[src/sv/sd_spi_command_response_engine_unit_macros.svh]
`ifndef SD_SPI_COMMAND_RESPONSE_ENGINE_UNIT_MACROS_SVH
`define SD_SPI_COMMAND_RESPONSE_ENGINE_UNIT_MACROS_SVH

// same-cycle implication, sampled on clk, off during reset
`define SDSPI_ASSERT_NOW(label, ante, cons) \
  label: assert property (@(posedge clk) disable iff (!rst_n) (ante) |-> (cons)) \
    else $error("sdspi check failed");

// next-cycle implication, sampled on clk, off during reset
`define SDSPI_ASSERT_NEXT(label, ante, cons) \
  label: assert property (@(posedge clk) disable iff (!rst_n) (ante) |=> (cons)) \
    else $error("sdspi check failed");

`endif

[src/sv/sdspi_pkg.sv]
package sdspi_pkg;

  localparam int unsigned MAX_PAYLOAD_BYTES_DEF = 512;
  localparam int unsigned PLEN_W    = 10;
  localparam int unsigned TRIES_W   = 10;
  localparam int unsigned FRAME_LEN = 6;
  localparam int unsigned CNT_W     = 3;
  localparam int unsigned MSG_W     = 40;
  localparam int unsigned CRC_W     = 7;

  localparam logic [TRIES_W-1:0] RESP_TRIES_RESET = 10'd200;
  localparam logic [7:0] CMD_START   = 8'h40;
  localparam logic [7:0] R1_BUSY_BIT = 8'h80;
  localparam logic [7:0] DATA_TOKEN  = 8'hfe;
  localparam logic [7:0] DRESP_MASK  = 8'h11;
  localparam logic [7:0] DRESP_MARK  = 8'h01;
  localparam logic [7:0] DRESP_CODE  = 8'h1f;
  localparam logic [7:0] DRESP_OK    = 8'h05;
  localparam logic [7:0] CRC7_POLY   = 8'h09;

  typedef enum logic [1:0] {
    OP_ISSUE = 2'd0,
    OP_RX    = 2'd1,
    OP_WRESP = 2'd2,
    OP_NOP   = 2'd3
  } op_t;

  typedef enum logic [2:0] {
    KIND_TX      = 3'd0,
    KIND_R1      = 3'd1,
    KIND_DATA    = 3'd2,
    KIND_TIMEOUT = 3'd3,
    KIND_REJECT  = 3'd4,
    KIND_DONE    = 3'd5
  } kind_t;

  typedef enum logic [2:0] {
    PH_IDLE    = 3'd0,
    PH_R1      = 3'd1,
    PH_TOKEN   = 3'd2,
    PH_PAYLOAD = 3'd3,
    PH_CRC     = 3'd4,
    PH_DRESP   = 3'd5,
    PH_BUSY    = 3'd6
  } phase_t;

  typedef struct packed {
    logic [1:0]        op;
    logic [5:0]        cmd_index;
    logic [31:0]       cmd_arg;
    logic [PLEN_W-1:0] payload_len;
    logic              with_token;
    logic [7:0]        rx_byte;
  } in_item_t;

  typedef struct packed {
    kind_t       kind;
    logic [7:0]  out_byte;
    logic        last;
  } out_item_t;

  typedef struct packed {
    logic [CNT_W-1:0]            count;
    out_item_t [FRAME_LEN-1:0]   words;
  } batch_t;

  // CRC7 is linear: column j is the CRC of a message with only bit j set
  // (bit 39 goes out first).
  function automatic logic [MSG_W*CRC_W-1:0] crc7_cols();
    logic [MSG_W*CRC_W-1:0] cols;
    logic [MSG_W-1:0]       d;
    logic [7:0]             acc;
    int                     j;
    int                     k;
    cols = '0;
    for (j = 0; j < MSG_W; j++) begin
      d   = MSG_W'(1) << j;
      acc = '0;
      for (k = MSG_W - 1; k >= 0; k--) begin
        acc = {acc[6:0], 1'b0};
        if (d[k] ^ acc[7]) begin
          acc = acc ^ CRC7_POLY;
        end
      end
      cols[j*CRC_W +: CRC_W] = acc[CRC_W-1:0];
    end
    return cols;
  endfunction

  localparam logic [MSG_W*CRC_W-1:0] CRC7_COLS = crc7_cols();

endpackage

[src/sv/sdspi_crc7.sv]
module sdspi_crc7 (
  input  logic [5:0]  cmd_index,
  input  logic [31:0] cmd_arg,
  output logic [7:0]  crc_byte
);

  logic [sdspi_pkg::MSG_W-1:0] msg;
  logic [sdspi_pkg::CRC_W-1:0] crc;

  assign msg = {sdspi_pkg::CMD_START | {2'b00, cmd_index}, cmd_arg};

  always_comb begin
    crc = '0;
    for (int j = 0; j < sdspi_pkg::MSG_W; j++) begin
      if (msg[j]) begin
        crc = crc ^ sdspi_pkg::CRC7_COLS[j*sdspi_pkg::CRC_W +: sdspi_pkg::CRC_W];
      end
    end
  end

  assign crc_byte = {crc, 1'b1};

endmodule

[src/sv/sdspi_ctrl.sv]
module sdspi_ctrl #(
  parameter int unsigned MAX_PAYLOAD_BYTES = sdspi_pkg::MAX_PAYLOAD_BYTES_DEF
) (
  input  logic                             clk,
  input  logic                             rst_n,
  input  logic                             cfg_we,
  input  logic [sdspi_pkg::TRIES_W-1:0]    cfg_wdata,
  input  logic                             go,
  input  sdspi_pkg::in_item_t              item,
  input  logic [7:0]                       crc_byte,
  output sdspi_pkg::batch_t                batch
);

  localparam int unsigned BL_W  = $clog2(MAX_PAYLOAD_BYTES + 1);
  localparam int unsigned CMP_W = (BL_W > sdspi_pkg::PLEN_W) ? BL_W : sdspi_pkg::PLEN_W;
  localparam logic [CMP_W-1:0] MAX_CMP = CMP_W'(MAX_PAYLOAD_BYTES);

  sdspi_pkg::phase_t              phase_r, phase_nxt;
  logic [sdspi_pkg::TRIES_W-1:0]  tries_r, tries_nxt;
  logic [sdspi_pkg::TRIES_W-1:0]  resp_tries_r;
  logic [BL_W-1:0]                bl_r, bl_nxt;
  logic                           tok_r, tok_nxt;
  logic [1:0]                     crcl_r, crcl_nxt;

  logic [sdspi_pkg::TRIES_W-1:0]  tries_inc;
  logic                           exhausted;
  logic [BL_W-1:0]                bl_dec;
  logic [1:0]                     crcl_dec;
  logic [CMP_W-1:0]               plen_ext;
  logic [CMP_W-1:0]               plen_clamp;
  logic [7:0]                     rx;

  always_ff @(posedge clk) begin
    if (!rst_n) begin
      phase_r      <= sdspi_pkg::PH_IDLE;
      tries_r      <= '0;
      bl_r         <= '0;
      tok_r        <= 1'b0;
      crcl_r       <= '0;
      resp_tries_r <= sdspi_pkg::RESP_TRIES_RESET;
    end else begin
      phase_r <= phase_nxt;
      tries_r <= tries_nxt;
      bl_r    <= bl_nxt;
      tok_r   <= tok_nxt;
      crcl_r  <= crcl_nxt;
      if (cfg_we) begin
        resp_tries_r <= cfg_wdata;
      end
    end
  end

  assign rx         = item.rx_byte;
  assign tries_inc  = tries_r + 1'b1;
  // a limit of zero acts as one since the incremented count is never below it
  assign exhausted  = tries_inc >= resp_tries_r;
  assign bl_dec     = (bl_r != '0) ? bl_r - 1'b1 : bl_r;
  assign crcl_dec   = (crcl_r != '0) ? crcl_r - 1'b1 : crcl_r;
  assign plen_ext   = CMP_W'(item.payload_len);
  assign plen_clamp = (plen_ext > MAX_CMP) ? MAX_CMP : plen_ext;

  always_comb begin
    phase_nxt = phase_r;
    tries_nxt = tries_r;
    bl_nxt    = bl_r;
    tok_nxt   = tok_r;
    crcl_nxt  = crcl_r;
    batch     = '0;
    if (go) begin
      case (item.op)
        sdspi_pkg::OP_ISSUE: begin
          batch.count = sdspi_pkg::CNT_W'(sdspi_pkg::FRAME_LEN);
          for (int i = 0; i < sdspi_pkg::FRAME_LEN; i++) begin
            batch.words[i].kind = sdspi_pkg::KIND_TX;
            batch.words[i].last = 1'b0;
          end
          batch.words[0].out_byte = sdspi_pkg::CMD_START | {2'b00, item.cmd_index};
          batch.words[1].out_byte = item.cmd_arg[31:24];
          batch.words[2].out_byte = item.cmd_arg[23:16];
          batch.words[3].out_byte = item.cmd_arg[15:8];
          batch.words[4].out_byte = item.cmd_arg[7:0];
          batch.words[5].out_byte = crc_byte;
          batch.words[5].last     = 1'b1;
          phase_nxt = sdspi_pkg::PH_R1;
          tries_nxt = '0;
          bl_nxt    = plen_clamp[BL_W-1:0];
          tok_nxt   = item.with_token;
          crcl_nxt  = '0;
        end
        sdspi_pkg::OP_WRESP: begin
          phase_nxt = sdspi_pkg::PH_DRESP;
          tries_nxt = '0;
          bl_nxt    = '0;
          crcl_nxt  = '0;
        end
        sdspi_pkg::OP_RX: begin
          unique case (phase_r)
            sdspi_pkg::PH_R1: begin
              if ((rx & sdspi_pkg::R1_BUSY_BIT) == '0) begin
                batch.count             = 3'd1;
                batch.words[0].kind     = sdspi_pkg::KIND_R1;
                batch.words[0].out_byte = rx;
                if (bl_r == '0) begin
                  phase_nxt = sdspi_pkg::PH_IDLE;
                end else if (tok_r) begin
                  phase_nxt = sdspi_pkg::PH_TOKEN;
                end else begin
                  phase_nxt = sdspi_pkg::PH_PAYLOAD;
                end
              end else begin
                tries_nxt = tries_inc;
                if (exhausted) begin
                  batch.count         = 3'd1;
                  batch.words[0].kind = sdspi_pkg::KIND_TIMEOUT;
                  phase_nxt           = sdspi_pkg::PH_IDLE;
                end
              end
            end
            sdspi_pkg::PH_TOKEN: begin
              if (rx == sdspi_pkg::DATA_TOKEN) begin
                phase_nxt = sdspi_pkg::PH_PAYLOAD;
              end
            end
            sdspi_pkg::PH_PAYLOAD: begin
              bl_nxt                  = bl_dec;
              batch.count             = 3'd1;
              batch.words[0].kind     = sdspi_pkg::KIND_DATA;
              batch.words[0].out_byte = rx;
              batch.words[0].last     = (bl_dec == '0);
              if (bl_dec == '0) begin
                if (tok_r) begin
                  phase_nxt = sdspi_pkg::PH_CRC;
                  crcl_nxt  = 2'd2;
                end else begin
                  phase_nxt = sdspi_pkg::PH_IDLE;
                end
              end
            end
            sdspi_pkg::PH_CRC: begin
              crcl_nxt = crcl_dec;
              if (crcl_dec == '0) begin
                phase_nxt = sdspi_pkg::PH_IDLE;
              end
            end
            sdspi_pkg::PH_DRESP: begin
              if ((rx & sdspi_pkg::DRESP_MASK) == sdspi_pkg::DRESP_MARK) begin
                if ((rx & sdspi_pkg::DRESP_CODE) != sdspi_pkg::DRESP_OK) begin
                  batch.count             = 3'd1;
                  batch.words[0].kind     = sdspi_pkg::KIND_REJECT;
                  batch.words[0].out_byte = rx;
                  phase_nxt               = sdspi_pkg::PH_IDLE;
                end else begin
                  phase_nxt = sdspi_pkg::PH_BUSY;
                end
              end else begin
                tries_nxt = tries_inc;
                if (exhausted) begin
                  batch.count         = 3'd1;
                  batch.words[0].kind = sdspi_pkg::KIND_TIMEOUT;
                  phase_nxt           = sdspi_pkg::PH_BUSY;
                end
              end
            end
            sdspi_pkg::PH_BUSY: begin
              if (rx != '0) begin
                batch.count         = 3'd1;
                batch.words[0].kind = sdspi_pkg::KIND_DONE;
                phase_nxt           = sdspi_pkg::PH_IDLE;
              end
            end
            default: ;
          endcase
        end
        default: ;
      endcase
    end
  end

endmodule

[src/sv/sdspi_emit.sv]
module sdspi_emit (
  input  logic                  clk,
  input  logic                  rst_n,
  input  logic                  load,
  input  sdspi_pkg::batch_t     batch,
  output logic                  can_load,
  output logic                  out_valid,
  input  logic                  out_ready,
  output sdspi_pkg::out_item_t  out_data
);

  sdspi_pkg::out_item_t [sdspi_pkg::FRAME_LEN-1:0] buf_r;
  logic [sdspi_pkg::CNT_W-1:0]                     cnt_r;
  logic                                            pop;

  assign out_valid = cnt_r != '0;
  assign out_data  = buf_r[0];
  assign pop       = out_valid && out_ready;
  // free now, or the final word leaves this cycle
  assign can_load  = (cnt_r == '0) || ((cnt_r == 3'd1) && out_ready);

  always_ff @(posedge clk) begin
    if (!rst_n) begin
      cnt_r <= '0;
    end else if (load) begin
      cnt_r <= batch.count;
    end else if (pop) begin
      cnt_r <= cnt_r - 1'b1;
    end
  end

  always_ff @(posedge clk) begin
    if (load) begin
      buf_r <= batch.words;
    end else if (pop) begin
      for (int i = 0; i < sdspi_pkg::FRAME_LEN - 1; i++) begin
        buf_r[i] <= buf_r[i+1];
      end
    end
  end

endmodule

[src/sv/sd_spi_command_response_engine_unit.sv]
// channel   ports                         word
// input     in_valid  in_ready  in_data   sdspi_pkg::in_item_t
// result    out_valid out_ready out_data  sdspi_pkg::out_item_t
// config    cfg_we    cfg_wdata           response_tries, 10 bit
//
// A word waits in the input register and is decoded there into 0, 1 or 6
// result words. One word per cycle is taken while results are taken as they come.
// An issue word holds the result buffer until its 6 transmit words have left.
// rst_n is synchronous: phase idle, counters zero, response_tries 200.
// A stalled result side fills the input register, then in_ready drops.
module sd_spi_command_response_engine_unit #(
  parameter int unsigned MAX_PAYLOAD_BYTES = sdspi_pkg::MAX_PAYLOAD_BYTES_DEF
) (
  input  logic                           clk,
  input  logic                           rst_n,
  input  logic                           in_valid,
  output logic                           in_ready,
  input  sdspi_pkg::in_item_t            in_data,
  output logic                           out_valid,
  input  logic                           out_ready,
  output sdspi_pkg::out_item_t           out_data,
  input  logic                           cfg_we,
  input  logic [sdspi_pkg::TRIES_W-1:0]  cfg_wdata
);

`include "sd_spi_command_response_engine_unit_macros.svh"

  sdspi_pkg::in_item_t in_r;
  logic                in_v_r;
  logic                can_load;
  logic                process;
  logic [7:0]          crc_byte;
  sdspi_pkg::batch_t   batch;

  assign process  = in_v_r && can_load;
  assign in_ready = !in_v_r || process;

  always_ff @(posedge clk) begin
    if (!rst_n) begin
      in_v_r <= 1'b0;
    end else if (in_valid && in_ready) begin
      in_v_r <= 1'b1;
    end else if (process) begin
      in_v_r <= 1'b0;
    end
  end

  always_ff @(posedge clk) begin
    if (in_valid && in_ready) begin
      in_r <= in_data;
    end
  end

  sdspi_crc7 u_crc7 (
    .cmd_index (in_r.cmd_index),
    .cmd_arg   (in_r.cmd_arg),
    .crc_byte  (crc_byte)
  );

  sdspi_ctrl #(
    .MAX_PAYLOAD_BYTES (MAX_PAYLOAD_BYTES)
  ) u_ctrl (
    .clk       (clk),
    .rst_n     (rst_n),
    .cfg_we    (cfg_we),
    .cfg_wdata (cfg_wdata),
    .go        (process),
    .item      (in_r),
    .crc_byte  (crc_byte),
    .batch     (batch)
  );

  sdspi_emit u_emit (
    .clk       (clk),
    .rst_n     (rst_n),
    .load      (process),
    .batch     (batch),
    .can_load  (can_load),
    .out_valid (out_valid),
    .out_ready (out_ready),
    .out_data  (out_data)
  );

  // last only marks the end of a command frame or of a payload
  `SDSPI_ASSERT_NOW(a_last_kind, out_valid && out_data.last, out_data.kind == sdspi_pkg::KIND_TX || out_data.kind == sdspi_pkg::KIND_DATA)
  // timeout and write done carry no byte
  `SDSPI_ASSERT_NOW(a_status_zero, out_valid && (out_data.kind == sdspi_pkg::KIND_TIMEOUT || out_data.kind == sdspi_pkg::KIND_DONE), out_data.out_byte == 8'h00)
  // a held word is not dropped from the input register
  `SDSPI_ASSERT_NEXT(a_in_hold, in_v_r && !process, in_v_r && $stable(in_r))

endmodule

[config.mk]
export PLATFORM = sky130hd
export DESIGN_NAME = sd_spi_command_response_engine_unit
export DESIGN_NICKNAME = d
export VERILOG_FILES = /design/src/sv/sdspi_pkg.sv /design/src/sv/sdspi_crc7.sv /design/src/sv/sdspi_ctrl.sv /design/src/sv/sdspi_emit.sv /design/src/sv/sd_spi_command_response_engine_unit.sv
export VERILOG_INCLUDE_DIRS = /design/src /design/src/sv
export SDC_FILE = /design/constraint.sdc
export NUM_CORES = 1
export LEC_CHECK = 0
export BUFFER_PORTS_ARGS = -buffer_cell sky130_fd_sc_hd__clkbuf_2
export CAP_MARGIN = 20
export CORE_ASPECT_RATIO = 1.75
export CORE_UTILIZATION = 60
export DETAILED_ROUTE_END_ITERATION = 10
export HOLD_SLACK_MARGIN = 0.02
export PLACE_DENSITY_LB_ADDON = 0.1
export RECOVER_POWER = 50
export SYNTH_ARGS = -nofsm -noshare
export SYNTH_HDL_FRONTEND = slang
export SYNTH_SLANG_ARGS = --single-unit
[constraint.sdc]
create_clock -name clk -period 3.9 [get_ports clk]
set_input_delay 0.195 -clock clk [delete_from_list [all_inputs] [get_ports clk]]
set_output_delay 0.195 -clock clk [all_outputs]
set_load 0.02 [all_outputs]
==> impl_metrics.py, run 1 <==
metrics = {
    "critical_path": {
        "cp_cell_sequence": "inv_1 > ha_1 > clkbuf_1 > nand2_1 > o21ai_0 > a22oi_1 > nor2_1",
        "path_depth": 7,
        "r2r-start": "in_r[58]$_DFFE_PP_",
        "startpoint_type": "register",
        "critPathLaunch": "in_r[58]$_DFFE_PP_",
        "crit_required_ps": 4240,
        "critPathBufInv": 2,
        "end_kind": "register",
        "crit_family": "buffers and inverters",
        "worst-path-max-fanout": 49,
        "path_class": "reg -> reg",
        "slowest_delay_ps": 1470,
        "reg2reg_to": "u_emit.cnt_r[2]$_SDFFE_PN0P_",
        "slowest_stage": "clkbuf_1",
        "cp-endpoint": "u_emit.cnt_r[2]$_SDFFE_PN0P_",
        "reg2reg_slack_ps": 670,
        "worstPathArrival_ps": 3580,
        "r2r_cells": 7,
    },
    "synthesis": {
        "synth_cell_types": 67,
        "synth_seq_cells": 155,
        "yosys_warnings": 0,
        "synth_top_area_share_pct": 44.03,
        "synth.area.top_cells": "edfxtp_1 44%, dfxtp_1 10%, xnor2_1 7.9%",
        "synth-main-ff-cell": "edfxtp_1",
        "seq_area_frac_synth_pct": 54.24,
        "synth_fp_nets": 836,
        "synth_top_cell_by_area": "edfxtp_1",
        "synth-edff-count": 115,
        "syn_inst": 743,
        "syn_area_um2": 7844,
        "async_flop_share_pct": 0,
        "avgSynthCellArea_um2": 10.56,
    },
    "layout": {
        "num-nets-final": 969,
        "diodes": 0,
        "syn_to_final_growth_pct": 21.53,
        "drive_above_1_share_pct": 14.17,
        "final_cell_mix": "115 x edfxtp_1, 109 x nand2_1, 71 x xnor2_1",
        "fill_cells": 923,
        "regArea_um2": 4254,
        "final_common_cell": "edfxtp_1",
        "multi_input_area_um2": 3268,
    },
    "worst_hold_path": {
        "hold_start": "cfg_wdata[2]",
        "hold_class": "in -> reg",
    },
    "global_route": {
        "antenna_found_initial": 0,
        "grt_usage_pct": 30.88,
        "grt_max_degree": 60,
        "grt_pass1_wl_um": 31120,
        "gr-total-overflow": 0,
        "grt_pass1_vias": 6222,
    },
    "run_status": {
        "violations": "capacitance limit, slew limit",
        "status": "finished with violations",
    },
    "pwr": {
        "p_leak_nw": 3.668,
        "peakVddDrop_mv": 0.4058,
        "finalPower_mw": 6.445,
        "cellPowerDensity_nw_per_um2": 676.1,
    },
    "sta": {
        "setup_viol": 0,
        "rsz0062_at_grt": "no",
        "hold_viol": 0,
        "setup_tns_ps": 0,
        "period_needed_ps": 3234,
        "final_max_slew_viol_count": 50,
        "relSlewSlack_pct": -37.32,
        "clock_skew_ps": 9.724,
        "fin_crit_sh_pct": 82.92,
        "fmax_ghz": 0.3092,
        "tightest_slew_ps": 2060,
    },
    "detailed_routing": {
        "num_vias": 6129,
        "first_pass_iters": 6,
        "drcViolationCount": 0,
        "wl_um": 19600,
        "final_antenna_net_count": 0,
        "viasPerCell": 5.798,
        "wl_per_cell_um": 18.55,
        "drtIter0Drc": 414,
    },
    "floorplanning": {
        "start_util_pct": 62.08,
        "die_area_um2": 13550,
        "chipHeight_um": 153.3,
        "die_w_um": 88.43,
        "row_count": 54,
        "io_pins": 88,
        "core_um2": 12630,
    },
    "clocking": {
        "clk_latency_ps": 420,
        "cts_max_path_buffers": 2,
        "htreeDepth": 4,
        "post_cts_resized": 0,
        "clk_pin_slew_ps": 70,
        "numCtsBuffers": 17,
        "tritoncts": "built",
        "clock-sinks": 155,
        "post-cts-setup-buffers": 0,
        "cts_root_buffer": "clkbuf_16",
    },
    "place": {
        "hpwl_um": 13000,
        "globalplace.congestion": 0.9408,
        "io_buffers": 87,
    },
    "run": {
        "cap_violations": 1,
    },
}
==> Yosys cell counts, drive strengths merged (19+ instances only) <==
master and instances:
edfxtp 115, nand2 109, xnor2 71, nor2 54
nand3 45, dfxtp 40, a21oi 39, clkbuf 25
inv 24, buf 22, ha 19, o21ai 19
==> through the flow <==
stage	cells	utilization [%]	hold slack, ps	setup slack, ps	area [um^2]
finish	1057	75.45	21.53	666.3	9533
global route	1057	75.45	26.29	434.5	9533
CTS	1057	75.68	20.12	1073	9562
detailed placement	958	65.78	373.6	1088	8310
global placement	958	65.78	371.4	1229	8310
floorplan	743	-	293.9	806.0	7844
==> worst min path at each step <==
stage                                     endpoint  slack, ps  cells past startpoint
3_5_place_dp                    in_r[31]$_DFFE_PP_        370                      1
5_1_grt        u_ctrl.resp_tries_r[2]$_SDFFE_PN0P_         30                      3
2_1_floorplan                    in_r[0]$_DFFE_PP_        290                      0
4_1_cts        u_ctrl.resp_tries_r[2]$_SDFFE_PN0P_         20                      3
3_3_place_gp                    in_r[43]$_DFFE_PP_        370                      1
6_report       u_ctrl.resp_tries_r[2]$_SDFFE_PN0P_         20                      3
==> per-layer routing <==
metal | up-vias | wire [um] | track usage [%]
li1 | 2898 | - | -
met1 | 2910 | 6786 | 31.64
met2 | 252 | 10980 | 57.80
met3 | 69 | 826 | 4.806
met4 | 0 | 1010 | 15.90
met5 | - | 0 | 0
==> power breakdown <==
group          total, mW  internal (mW)  leakage, nW  switching [mW]
Clock               1.64          0.904        0.280           0.732
Sequential          2.65           2.39         1.44           0.263
Combinational       2.16          0.848         1.95            1.31
Total               6.45           4.14         3.67            2.31
==> layout make-up <==
class                           instances  area share, %
Clock buffer                           17          4.463
Clock inverter                         15          1.628
Inverter                               24         0.9450
Multi-Input combinational cell        517          34.28
Sequential cell                       155          44.63
Tap cell                              168          2.205
Timing Repair Buffer                  161          11.85
==> tightest hold or removal path, delay by kind of cell <==
family,cells,cell delay (ps)
buf+inv,1,80
simple gates,1,80
mux,1,60
==> flip-flops by register name (all words and copies together) (netlist names) <==
register and flops:
in_r 59, u_emit.buf_r 44, u_emit.out_data 12, u_ctrl.bl_r 10
u_ctrl.resp_tries_r 10, u_ctrl.tries_r 10, u_ctrl.phase_r 3, u_emit.cnt_r 3
u_ctrl.crcl_r 2, in_v_r 1, u_ctrl.tok_r 1
==> cell families (layout without fill, tap and decap cells) <==
logic type               Yosys count  after routing  share of synthesized area (%)
adder cells (fa/ha/maj)           19             19                          3.031
buffers and inverters             71            217                          4.179
multiplexers                      13             13                          1.675
XOR/XNOR                          85             85                          9.491
AO/OA/AOI/OAI                    122            122                          10.40
AND/OR/NAND/NOR                  278            278                          16.99
flip-flops                       155            155                          54.24
==> what timing repair did <==
item	CTS	global route
hold buffers	67	0
endpoints found under the setup margin	0	0
hold endpoints to repair	67	0
(Power assumes the default switching activity.)
==> run 2: changes to the inputs <==
--- a/config.mk
+++ b/config.mk
@@ -9,7 +9,7 @@
 export BUFFER_PORTS_ARGS = -buffer_cell sky130_fd_sc_hd__clkbuf_2
 export CAP_MARGIN = 20
 export CORE_ASPECT_RATIO = 1.75
-export CORE_UTILIZATION = 60
+export CORE_UTILIZATION = 53
 export DETAILED_ROUTE_END_ITERATION = 10
 export HOLD_SLACK_MARGIN = 0.02
 export PLACE_DENSITY_LB_ADDON = 0.1
==> constraint.sdc (replaced) <==
create_clock -name clk -period 2.7 [get_ports clk]
set_input_delay 0.135 -clock clk [delete_from_list [all_inputs] [get_ports clk]]
set_output_delay 0.135 -clock clk [all_outputs]
set_load 0.02 [all_outputs]
==> run 2 against run 1 <==
Against the previous run:
- the run now ends clean
- first-iteration DRC count up 5.3%
- critical path depth rose by 5
- flip-flop and latch count did not move
- final cell count grew 2.4%
- clock skew rose by 0.84 ps
- core utilization decreased by 7.6 points
- routed wire length is 2.6% lower
- largest cell class unchanged
==> impl_metrics.py, run 2 (synthesis gave the netlist of run 1 again) <==
metrics = {
    "clocking": {
        "htreeDepth": 4,
        "numCtsBuffers": 17,
        "clk_latency_ps": 420,
        "cts_max_path_buffers": 2,
        "clk_pin_slew_ps": 70,
        "cts_root_buffer": "clkbuf_16",
        "clock-sinks": 155,
        "tritoncts": "built",
    },
    "floorplanning": {
        "start_util_pct": 54.31,
        "die_area_um2": 15310,
        "io_pins": 88,
        "row_count": 58,
        "chipHeight_um": 162.9,
        "core_um2": 14440,
        "die_w_um": 93.96,
    },
    "pwr": {
        "peakVddDrop_mv": 0.6650,
        "cellPowerDensity_nw_per_um2": 969.4,
        "p_leak_nw": 3.811,
    },
    "critical_path": {
        "worstPathArrival_ps": 2760,
        "startpoint_type": "register",
        "slowest_delay_ps": 350,
        "crit_required_ps": 2880,
        "r2r_cells": 12,
        "end_kind": "register",
        "worst-path-max-fanout": 4,
        "path_common_cell": "nand4_1",
        "cp_cell_sequence": "and3_4 > and2_4 > nand4_1 > xnor2_1 > ha_1 > nand4_1 > a211oi_2 > o22a_2 > buf_4 > o2bb2ai_1 > a21oi_1 > nor2_1",
        "slowest_stage": "dfxtp_2",
        "path_class": "reg -> reg",
    },
    "sta": {
        "final_max_slew_viol_count": 0,
        "relSlewSlack_pct": 58.04,
        "tightest_slew_ps": 625.7,
        "rsz0062_at_grt": "yes",
        "worst_hold_slack_ps": 42.30,
        "fmax_ghz": 0.3879,
        "fin_crit_sh_pct": 95.48,
        "period_needed_ps": 2578,
        "hold_viol": 0,
        "setup_viol": 0,
        "clock_skew_ps": 10.56,
    },
    "detailed_routing": {
        "drcViolationCount": 0,
        "final_antenna_net_count": 0,
        "num_vias": 6007,
        "wl_per_cell_um": 17.65,
        "viasPerCell": 5.552,
        "drtIter0Drc": 436,
        "first_pass_iters": 5,
        "wl_um": 19100,
    },
    "global_route": {
        "antenna_found_initial": 0,
        "grt_max_degree": 61,
        "grt_pass1_wl_um": 29730,
        "gr-total-overflow": 0,
        "grt_pass1_vias": 5919,
        "grt_usage_pct": 26.06,
    },
    "layout": {
        "postLayoutCellArea_um2": 9798,
        "largest_reg_flops": 59,
        "final_core_util_pct": 67.85,
        "final_common_cell": "edfxtp_1",
        "final_cell_mix": "115 x edfxtp_1, 109 x nand2_1, 81 x clkbuf_2",
        "largest_register": "in_r",
        "drive_above_1_share_pct": 17.85,
        "diodes": 0,
        "final_cells": 1082,
        "num-nets-final": 982,
        "syn_to_final_growth_pct": 24.92,
    },
    "worst_hold_path": {
        "hold_class": "in -> reg",
        "min_delay_path_depth": 4,
    },
    "place": {
        "globalplace.congestion": 0.9162,
        "io_buffers": 87,
        "placedCellCount": 978,
        "hpwl_um": 13290,
        "place_area_um2": 8423,
    },
    "run_status": {
        "status": "finished clean",
    },
    "run": {
        "cap_violations": 0,
    },
}
[run 2: changes by cell type in the layout (fill, tap and decap cells not counted), moves of 2 or more]
cell and change:
clkinvlp_4 -2, clkbuf_1 -13, buf_12 +3, buf_4 +9
and2_1 +4, and2_0 -5, dfxtp_2 +2, clkbuf_2 +11
clkinv_8 +4, dlygate4sd3_1 +3, dfxtp_1 -2
[run 2: metal layers]
metal	global-route usage [%]	routed length, um
met1	26.25	6746
met2	50.56	10890
met3	3.922	681
met4	12.38	775
met5	0	0
[run 2: path summary, 6_finish.rpt]
path | slack [ps] | startpoint | to
hold / removal | 40 | out_ready | u_emit.cnt_r[2]$_SDFFE_PN0P_
setup reg to reg | 120 | u_ctrl.tries_r[4]$_SDFFE_PN0P_ | u_emit.out_data[9]$_SDFFCE_PN0P_
hold reg to reg | 470 | u_ctrl.tries_r[4]$_SDFFE_PN0P_ | u_ctrl.tries_r[4]$_SDFFE_PN0P_
setup / recovery | 120 | u_ctrl.tries_r[4]$_SDFFE_PN0P_ | u_emit.out_data[9]$_SDFFCE_PN0P_
[run 2: where the power goes]
group	switching, mW	leakage (nW)	internal, mW
clock network	1.12	0.303	1.34
logic	1.88	2.06	1.35
registers	0.373	1.44	3.43
[run 2: critical path: cells and delay by family, from the launching register on]
family / cells / cell delay, ps
xor+xnor: 1 / 280
compound gates: 4 / 620
flops: 1 / 350
fa+ha+maj: 1 / 270
simple gates: 5 / 680
buf+inv: 1 / 150
[run 2: timing repair]
item,CTS,global route
setup endpoints to repair,2,5
gates resized for setup,3,8
endpoints found under the hold margin,70,0
setup buffers,0,2
pin swaps,3,9
hold buffers,70,0
[run 2: layout make-up]
cell class | count | area, um^2
fillers | 1128 | 4643
flip-flops and latches | 155 | 4257
multi-input cells | 517 | 3312
repair buffers | 174 | 1294
clock buffers | 17 | 425.4
well taps | 180 | 225.2
clock inverters | 15 | 195.2
inverters | 24 | 90.09
[run 2: through the flow]
| stage | setup slack (ps) | power, mW | TNS [ps] |
|---|---|---|---|
| floorplan | 201.1 | 6.157 | 0 |
| global placement | 58.33 | 6.897 | 0 |
| detailed placement | -64.85 | 6.967 | -64.85 |
| CTS | 6.858 | 9.525 | 0 |
| global route | -55.79 | 9.975 | -135.8 |
| finish | 122.0 | 9.499 | 0 |
